File: src/lobm_pkg.sv
// Shared types and codes of the limit order book matcher.
// No dependencies; every other file of the block imports this package.
`timescale 1ns / 1ps

package lobm_pkg;

  localparam int LOBM_MAX_USERS  = 256;
  localparam int LOBM_BOOK_DEPTH = 64;
  localparam int BAL_W           = 48;

  // Action codes; codes four to seven behave as a balance read.
  localparam logic [2:0] ACT_REGISTER = 3'd0;
  localparam logic [2:0] ACT_DEPOSIT  = 3'd1;
  localparam logic [2:0] ACT_SELL     = 3'd2;
  localparam logic [2:0] ACT_BUY      = 3'd3;

  // Result status codes.
  localparam logic [1:0] ST_OK      = 2'd0;
  localparam logic [1:0] ST_UNKNOWN = 2'd1;
  localparam logic [1:0] ST_REJECT  = 2'd2;
  localparam logic [1:0] ST_FULL    = 2'd3;

  // One resting offer.
  typedef struct packed {
    logic [7:0]  owner;
    logic [15:0] usd;
    logic [15:0] price;
  } book_entry_t;

endpackage

File: src/lobm_book_ram.sv
// Offer storage for one side of the book: one write and one registered read port.
// Depends on lobm_pkg for the entry type.
`timescale 1ns / 1ps

module lobm_book_ram
  import lobm_pkg::*;
#(
  parameter int DEPTH = LOBM_BOOK_DEPTH,
  localparam int AW = $clog2(DEPTH)
) (
  input  logic          clk_i,
  input  logic          we_i,
  input  logic [AW-1:0] waddr_i,
  input  book_entry_t   wdata_i,
  input  logic [AW-1:0] raddr_i,
  output book_entry_t   rdata_o
);

  book_entry_t mem_q [DEPTH];
  book_entry_t rdata_q;

  // Write port.
  always_ff @(posedge clk_i) begin
    if (we_i) begin
      mem_q[waddr_i] <= wdata_i;
    end
  end

  // Registered read port.
  always_ff @(posedge clk_i) begin
    rdata_q <= mem_q[raddr_i];
  end

  assign rdata_o = rdata_q;

endmodule

File: config.mk
export PLATFORM = sky130hd
export DESIGN_NAME = lobm_book_ram
export DESIGN_NICKNAME = d
export VERILOG_FILES = /design/src/lobm_pkg.sv /design/src/lobm_book_ram.sv
export SDC_FILE = /design/constraint.sdc
export NUM_CORES = 2
export LEC_CHECK = 0
export CORE_ASPECT_RATIO = 1.25
export CORE_MARGIN = 2
export CORE_UTILIZATION = 55
export CTS_CLUSTER_DIAMETER = 150
export CTS_CLUSTER_SIZE = 14
export DETAILED_ROUTE_END_ITERATION = 8
export DONT_BUFFER_PORTS = 1
export MAX_ROUTING_LAYER = met4
export PLACE_DENSITY_LB_ADDON = 0.2
export SYNTH_ARGS = -nofsm -noshare
export SYNTH_HDL_FRONTEND = slang
export SYNTH_SLANG_ARGS = --single-unit
File: constraint.sdc
create_clock -name clk_i -period 9.37 [get_ports clk_i]
set_input_delay 0 -clock clk_i [delete_from_list [all_inputs] [get_ports clk_i]]
set_output_delay 0 -clock clk_i [all_outputs]
set_load 0.02 [all_outputs]
### Yosys cells after proc, flatten, opt, wreduce, memory -nomap -nowiden

Memories as Yosys holds them, arrays and structs flattened. A register that Yosys moved wholly into a read port is not among the register bits.
Cells that the tools add are included.

* bits in registers: 0
* latch bits: 0
* memory bits (writable): 2560
* memory bits (read-only): 0
* bits of input ports: 54
* word-level logic and storage cells: 3
* memories: 1

* $add $sub $neg: 0
* multiply operators: 0
* div/mod/pow operators: 0
* order comparisons: 0
* equal/unequal tests: 0
* shifts and indexed selects: 0
* mux-type cells: 2
* bitwise operators: 0
* reduce and logical (&&, ||, !) cells: 0

Memories
* mem_q: depth 64, width 40, rd ports 1, clocked after Yosys merged registers in 1, wr ports 1, RTL line lobm_book_ram.sv:19 `book_entry_t mem_q [DEPTH];`

Operators by type and width (count)
* two-way mux 1 bit: 2

### Longest topological paths before layout

* word-level depth: 2
* gate-level depth with buffers: 9
* mapped depth without buffers: 5

### Worst setup path before layout

OpenSTA, ideal clock, no wires.

* path type: input-to-reg
* start: input waddr_i[3]
* end: memory mem_q[48][0] in the netlist's numbering (enable)
* setup time: 0.487 ns
* data arrival time: 3.236 ns
* required time: 8.883 ns
* slack: 5.648 ns
* stages on the path: 4
* buffers on the path: 1
* path through: clkbuf_1 > nor2b_1 > nand4b_1 > nor3_1

RTL lines
* from (decl): RTL line lobm_book_ram.sv:13 `input logic [AW-1:0] waddr_i,`
* to (decl): RTL line lobm_book_ram.sv:19

No word-level cell before the write port.

==> results.cfg <==
[sta]
hold_slack_ps = -22.07
worstMarginPinSlew_ps = 1336
hold_violations = 1
achievable-frequency_mhz = 229.0
slew_violations = 0
skew_ps = 22.63
rsz0062_at_grt = no
slew_headroom_pct = 10.09
tns_ps = 0
setup_viol = 0
period_share_pct = 46.61
min_period_ps = 4367

[worst_setup_path]
path_class = in2reg
r2r-end = rdata_o[22]
r2r_cells = 7
crit_arrival_ps = 5090
cp.required_ps = 10090
rrSetupSlack_ps = 6250
end_kind = flip-flop
endpoint = rdata_o[22]
cp-start-kind = input port
r2r_start = mem_q[56][22]
startpoint = raddr_i[0]
path_max_fanout = 140

[grt]
grt_max_degree = 590
grt_antenna_before_repair = 8
grt_pass1_wl_mm = 345.6
globalRoute.totalOverflow = 0
track_usage_pct = 28.05
grt_pass1_vias = 46240

[run]
cap_violations = 0

[yosys]
ys_warn_count = 0
synth_common_cells = edfxtp_1, mux4_2, o22ai_1
synth-main-ff-cell = edfxtp_1
async_reset_ff_share_pct = 0
netlist_top_cells_area = edfxtp_1, mux4_2, mux2i_1
ys_types = 36
yosysMostFrequentCell = edfxtp_1
ys_seq_area_share_pct = 79.39
synth_area_sq_um = 97840
synth_top_cell_area_share_pct = 78.57
syn_inst = 4195
synth_nets = 4249
synth_area_leader_cell = edfxtp_1
synth-seq-cells = 2600
syn_area_per_cell_sq_um = 23.32
synth-edff-count = 2560

[routing]
m1WireLength_mm = 93.15
route.detailed.drc = 0
dr.pass1.iters = 5
drt-vias-per-instance = 6.738
top_layer_used = met4
wl_met3_mm = 21.90
wl_mm = 244.5
detail-route-antenna-nets = 0
wire_per_inst_microns = 35.67
drt_iter0_drc = 6133
vias = 46190
wl_met2_mm = 122.8

[placement]
placed_cells = 6408
gp_congestion = 0.7834
portBuffers = 0
dp_hpwl_mm = 121.5

[clock_network]
cts.sinks = 2600
cts_setup_buffers = 0
clock_path_buffers = 3
h-tree-depth = 4
cts_tree = built
cts_buffers = 203
cts_hold_buffers = 114
cts_root_buffer = clkbuf_16
insertion_delay_ps = 840
cts_resized = 0
clk_pin_slew_worst_paths_ps = 60

[floorplan]
core_area_sq_um = 177300
dieWidth_microns = 381.2
die_area_sq_um = 181300
die_h_microns = 475.5
start_util_pct = 55.19
pin_count = 94
fp-row-count = 173

[finish]
final_cells = 6855
drive_above_1_share_pct = 24.28
synthToLayoutAreaGrowth_pct = 11.07
fin_nets = 4428

[power_and_ir_drop]
power_per_cell_area_nw_per_um2 = 202.4
vdd.ir_drop.worst_mv = 0.1977
power_leakage_nw = 33.24

[hold_path]
hold_path_class = in2reg

[outcome]
status = finished with violations
violations = negative hold slack
[flip-flops by register name, summed over array words and instances (netlist names)]
register and cells:
mem_q 2560, rdata_o 40
[through the flow]
| step | worst slack (ps) | cell area (sq um) | total power, mW | util (%) |
|---|---|---|---|---|
| 6_report | 5003 | 108700 | 21.99 | 61.29 |
| 2_1_floorplan | 5648 | 97840 | 13.79 | - |
| 3_5_place_dp | 6441 | 100800 | 13.89 | 56.84 |
| 5_1_grt | 4630 | 108700 | 22.55 | 61.29 |
| 3_3_place_gp | 5977 | 100700 | 13.88 | 56.79 |
| 4_1_cts | 5952 | 108400 | 21.95 | 61.16 |
[worst max-delay path, stage by stage]
cell and delay, ps:
buf_16 430, buf_16 670, buf_16 790, mux4_2 610, o221ai_1 190, dlygate4sd3_1 600
nor2_1 60, dlygate4sd3_1 590, o22a_1 180, dlygate4sd3_1 540
[worst min path at each step]
stage                start  slack [ps]  depth (start not counted)       endpoint
6_report        raddr_i[0]         -20                          4    rdata_o[21]
5_1_grt         raddr_i[0]           1                          4    rdata_o[21]
4_1_cts         raddr_i[2]         0.3                          4     rdata_o[3]
3_5_place_dp   wdata_i[35]         100                          0  mem_q[32][35]
3_3_place_gp   wdata_i[12]         100                          0  mem_q[57][12]
2_1_floorplan   wdata_i[0]         100                          0    mem_q[0][0]
[area by class of cell]
class                   instances  area (sq um)
diodes                          7         17.52
clock inverters                 8         106.4
fillers                     11880         68620
multi-input cells            1357         19460
clock buffers                 309          5605
well taps                    2362          2955
repair buffers                212          2838
flip-flops and latches       2600         77670
[cells by family after synthesis]
logic type | Yosys count | synth area share, %
mux | 759 | 15.59
flops | 2600 | 79.39
compound gates | 383 | 2.677
buf+inv | 238 | 1.266
simple gates | 215 | 1.076
[where the power goes]
| part | internal, mW | leakage (nW) | switching (mW) |
|---|---|---|---|
| sequential | 12.9 | 23.4 | 0.0934 |
| clock | 4.11 | 2.74 | 3.82 |
| combinational | 0.448 | 7.13 | 0.661 |
| total | 17.4 | 33.2 | 4.57 |
[layer usage]
layer	GRT usage [%]	vias to the layer above
li1	-	18330
met1	38.33	25090
met2	44.87	2343
met3	4.048	421
met4	7.876	0
met5	-	-
[cells in the final DEF (no fill, tap or decap), types with 4 or more instances in the layout]
cell and n:
clkbuf_16 209, nor2_4 62, dlygate4sd3_1 69, or2_2 4, o21ai_1 14, a211oi_1 6
buf_4 89, a22o_1 16, clkbuf_1 100, o22a_1 26, inv_6 5, and3_1 6
a22oi_1 18, mux2i_1 113, mux2_2 38, o21ai_0 8, and2_1 4, mux4_2 608
o21a_1 8, nand3_1 8, nor4_2 9, dfxtp_1 40, a21oi_1 68, a221oi_1 34
nor2_1 35, diode_2 7, nand2_1 18, o221ai_1 42, nand2b_1 11, o22ai_1 143
buf_16 53, edfxtp_1 2560, nor4_1 25, nor2b_1 15
(Power assumes the default switching activity.)
