[src/lobm_pkg.sv]
// Shared types and codes of the limit order book matcher.
// No dependencies; every other file of the block imports this package.
`timescale 1ns / 1ps

package lobm_pkg;

  localparam int LOBM_MAX_USERS  = 256;
  localparam int LOBM_BOOK_DEPTH = 64;
  localparam int BAL_W           = 48;

  // Action codes; codes four to seven behave as a balance read.
  localparam logic [2:0] ACT_REGISTER = 3'd0;
  localparam logic [2:0] ACT_DEPOSIT  = 3'd1;
  localparam logic [2:0] ACT_SELL     = 3'd2;
  localparam logic [2:0] ACT_BUY      = 3'd3;

  // Result status codes.
  localparam logic [1:0] ST_OK      = 2'd0;
  localparam logic [1:0] ST_UNKNOWN = 2'd1;
  localparam logic [1:0] ST_REJECT  = 2'd2;
  localparam logic [1:0] ST_FULL    = 2'd3;

  // One resting offer.
  typedef struct packed {
    logic [7:0]  owner;
    logic [15:0] usd;
    logic [15:0] price;
  } book_entry_t;

endpackage

[src/lobm_addsub.sv]
// Shared balance adder and subtractor used for every deposit and trade balance update.
// Depends on lobm_pkg for the balance width.
`timescale 1ns / 1ps

module lobm_addsub
  import lobm_pkg::*;
(
  input  logic [BAL_W-1:0] a_i,
  input  logic [BAL_W-1:0] b_i,
  input  logic             sub_i,
  output logic [BAL_W-1:0] y_o
);

  // Balances wrap modulo two to the balance width.
  assign y_o = sub_i ? (a_i - b_i) : (a_i + b_i);

endmodule

[config.mk]
export PLATFORM = sky130hd
export DESIGN_NAME = lobm_addsub
export DESIGN_NICKNAME = d
export VERILOG_FILES = /design/src/lobm_pkg.sv /design/src/lobm_addsub.sv
export SDC_FILE = /design/constraint.sdc
export NUM_CORES = 1
export LEC_CHECK = 0
export BUFFER_PORTS_ARGS = -buffer_cell sky130_fd_sc_hd__buf_2
export CAP_MARGIN = 10
export CORE_MARGIN = 10
export CORE_UTILIZATION = 52
export DETAILED_ROUTE_END_ITERATION = 8
export GPL_TIMING_DRIVEN = 0
export PLACE_DENSITY = 0.85
export SLEW_MARGIN = 5
export SYNTH_ARGS = -nofsm -noshare
export SYNTH_HDL_FRONTEND = slang
export SYNTH_SLANG_ARGS = --single-unit
[constraint.sdc]
create_clock -name vclk -period 4.3
set_clock_uncertainty 0.15 [all_clocks]
set_input_delay 0.215 -clock vclk [all_inputs]
set_output_delay 0.215 -clock vclk [all_outputs]
set_load 0.05 [all_outputs]
# == After elaboration in Yosys (flattened, before gate mapping) ==
# Cells that the tools add are included.
# classes
n_div,0
mux,1
shifts,0
mul,0
magnitude_cmp,0
n_addsub,2
n_eq_ne,0
bitwise_logic,0
reduce_logical,0
# ops
cell,count
$add A48 B48 Y48,1
$mux W48,1
$sub A48 B48 Y48,1
# word_totals
latch_bits,0
mem_bits_ro,0
output_inout_bits,48
regBits,0
mem_count,0
elab_cells,3
in_bits,97
mem_bits_rw,0

# == Logic depth before layout (Yosys ltp) ==
# logic_depth
word_depth,2
ltp_mapped,17
mapped_depth_nobuf,16

# == Worst setup path before layout ==
# OpenSTA, ideal clock, no wires.
# synth_path
path_type,in2out
startpoint,input b_i[11]
endpoint,output y_o[32]
n_path_buf,0
t_required_ns,3.935
arrival_time_ns,4.740
slack_ns,-0.805
stages,13
path_cell_list,or4_1 -> or3_1 -> nor3_1 -> a31oi_1 -> xnor2_1 -> ha_1 -> nand2_1 -> o21a_1 -> o211ai_1 -> nor3_1 -> o21ai_0 -> nand2_1 -> o311ai_0
# synth_between
elab_chain_cells,2
word_cells_on_any_way,3
# synth_lines
element,line_no,text
from (decl),lobm_addsub.sv:9,"input logic [BAL_W-1:0] b_i,"
$add A48 B48 Y48 / $sub A48 B48 Y48 (equally long branches),lobm_addsub.sv:15,assign y_o = sub_i ? (a_i - b_i) : (a_i + b_i);
$mux W48 *,lobm_addsub.sv:15,
to (decl),lobm_addsub.sv:11,output logic [BAL_W-1:0] y_o
# Every way passes the cells marked *; elsewhere a longest branch is shown, timed or not.

# == Worst setup path after layout ==
# layout_path
startpoint,input b_i[25]
endpoint,output y_o[46]
# The elaborated chain is that of the path after synthesis.

==> summary.md <==
| Metric | Value |
|---|---|
| Worst min path class | primary input to output pin |
| Global-route wire length before repair | 20800 um |
| First drt pass iteration count | 5 |
| Fin Setup TNS | -0.421 ns |
| Worst-path fanout max | 4 |
| GRT Util Overall | 23.2% |
| Register Area | 0 um^2 |
| Critical Path AT | 4.07 ns |
| Design Area, Final | 5390 um^2 |
| Worst setup SP type | primary input |
| Critical Setup Path Class | primary input to output pin |
| Full die area | 10700 um^2 |
| Largest net degree at the start of global routing | 12 |
| Number of global-route vias before repair | 4703 |
| Overflow left after global routing | 0 |
| Layout area overhead | 48.7% |
| Global placement routability congestion | 1.02 |
| Minimum clock period | 4.43 ns |
| Worst slew pin tran | 0.571 ns |
| Outcome | finished with violations |
| Dpl cell area | 4550 um^2 |
| Final setup violation count | 7 |
| Grt met1 use | 27.6% |
| Initial Util | 53.3% |
| Vias per inst | 5.95 |
| Core area | 6790 um^2 |
| Nets | 859 |
| Cells after Synth | 541 |
| Seq_cells | 0 |
| WL/cell | 17.7 um |
| Vias post-DR | 4797 |
| I/O pins | 145 |
| Worst slack at placement | -0.714 ns |
| Detailed Place HPWL | 11100 um |
| Rows | 30 |
| Req. time, crit path | 3.93 ns |
| P_leak | 2.45 nW |
| Max-slew violations | 0 |
| Initial antenna violation count | 0 |
| PortBufs | 145 |
| Met3 usage | 2.19% |
| Die span in x | 103 um |
| Busiest grt layer | met2 |
| Max-Cap Viols | 0 |
| Post-route setup slack | -0.131 ns |
| Max IR drop VDD | 0.000254 V |
| Inserted Diodes | 0 |
| Pwr per Cell Area | 320 nW/um^2 |
| Sequential element share of the synthesized area | 0% |
| Layout cells sized above 1 | 40.8% |
| Met2 Use GR | 42.7% |
| Routed wire length | 14200 um |
| Syn avg cell area | 6.70 um^2 |
| Failing checks | setup timing |
| Post-synth cell types | 53 |
| Syn nets | 688 |
| Yosys warns | 0 |
| Hold Path Stages | 4 |
| DRC | 0 |
| Final Hold Viols | 0 |
| Die Height | 103 um |
| RSZ-0062 raised after global routing | yes |
| Synthesized cell area | 3620 um^2 |
| Initial drt markers | 248 |
| Final core occ | 79.3% |
| Peak Freq | 226 MHz |
| Max-slew headroom | 61.9% |
| Crit. End Element | output pin |
| ANT nets after route | 0 |
| Layout clock buffer count | 0 |
| Period Utilization, post-route | 103% |
## layout make-up
class                           count  area (um^2)
Buffer                              5         32.5
Inverter                           28          105
Fill cell                         477         1410
Timing Repair Buffer              179         1080
Multi-Input combinational cell    498         4050
Tap cell                           96          120
## per-stage QoR
| step | hold slack [ns] | power, W | cells |
|---|---|---|---|
| floorplan | 0.561 | 0.00115 | 541 |
| global placement | 0.723 | 0.00147 | 782 |
| detailed placement | 0.725 | 0.00148 | 782 |
| CTS | 0.727 | 0.00158 | 795 |
| global route | 0.764 | 0.00182 | 806 |
| finish | 0.735 | 0.00172 | 806 |
## cell usage in the layout (no fill, tap or decap), types with 6 or more instances in the layout
cell type / Yosys / final
nand3_1: 7 / 6
buf_4: 0 / 39
nand2b_1: 6 / 6
ha_2: 0 / 12
a21o_1: 21 / 21
buf_2: 0 / 123
xnor2_1: 76 / 67
a21oi_1: 76 / 55
a31oi_1: 13 / 8
buf_6: 0 / 12
nor2_1: 57 / 51
nor3_1: 20 / 15
nand2_1: 32 / 28
ha_1: 49 / 36
o21a_1: 8 / 7
xnor2_2: 1 / 10
clkbuf_4: 0 / 6
o21ai_0: 29 / 18
xor2_1: 12 / 11
inv_1: 28 / 28
and3_4: 0 / 6
nand4_1: 11 / 11
o21ai_2: 0 / 6
a21oi_2: 1 / 18
## synthesized netlist by cell type (2+ instances only)
library cell	count	area, um^2
nor2_1	57	214
nor4_1	4	25.0
inv_1	28	105
nor4_2	2	25.0
or4_1	3	22.5
a21boi_0	2	15.0
nand4_1	11	68.8
ha_1	49	613
and3_1	5	31.3
a21o_1	21	158
or3_1	6	37.5
buf_1	3	11.3
and4_1	4	35.0
nand2_1	32	120
nor2b_1	5	31.3
nand3_1	7	35.0
o21ai_0	29	145
a211o_1	3	26.3
o31a_1	2	17.5
and3_2	5	37.5
o21bai_1	5	37.5
xnor2_1	76	666
clkbuf_1	12	45.0
o221ai_1	2	17.5
nand2b_1	6	37.5
a41oi_1	3	26.3
o211ai_1	5	37.5
nor3_1	20	100
or4_4	3	33.8
o21a_1	8	60.1
xor2_1	12	105
a2111oi_0	2	17.5
a31oi_1	13	81.3
a31o_2	2	17.5
a21oi_1	76	380
## kinds of logic (layout without fill, tap and decap cells)
group           Yosys count  in the layout  synth area share (%)
buf+inv                  43            212                  4.46
fa+ha+maj                50             50                  17.5
compound gates          182            182                  30.8
mux                       1              1                 0.276
xor+xnor                 89             89                  21.7
simple gates            176            176                  25.3
## power by group
group	switching [W]	leakage, nW	total (W)	internal (W)
logic	0.00114	2.45	0.00172	0.000583
clock network	0	0	0	0
registers	0	0	0	0
## metal layers
| layer | wire (um) | vias to the layer above |
|---|---|---|
| li1 | - | 2328 |
| met4 | 447 | 0 |
| met5 | 0 | - |
| met3 | 790 | 42 |
| met1 | 5880 | 2222 |
| met2 | 7130 | 205 |
## worst max-delay path, stage by stage
cell and delay [ns]:
buf_2 0.13, or4_4 0.55, or4_4 0.46, nor3_4 0.19, and2_4 0.20, nor2_1 0.05
xnor2_1 0.16, ha_1 0.32, and3_1 0.20, nand2_1 0.14, a2111oi_4 0.20, o31a_1 0.25
o211ai_1 0.10, buf_4 0.17, o31ai_4 0.24, o21ai_2 0.11, xnor2_2 0.20, buf_6 0.18
## worst paths after layout
kind	start	to	slack (ns)
worst min-delay path	b_i[0]	y_o[0]	0.74
worst max-delay path	b_i[25]	y_o[46]	-0.13
## what timing repair did
action / 4_1_cts / 5_1_grt
setup endpoints to repair: 25 / 27
hold buffers: 0 / 0
gates resized for setup: 58 / 103
buffers inserted: 20 / 14
pin swaps: 20 / 54
Note: power is estimated with default switching activity, not from simulation.
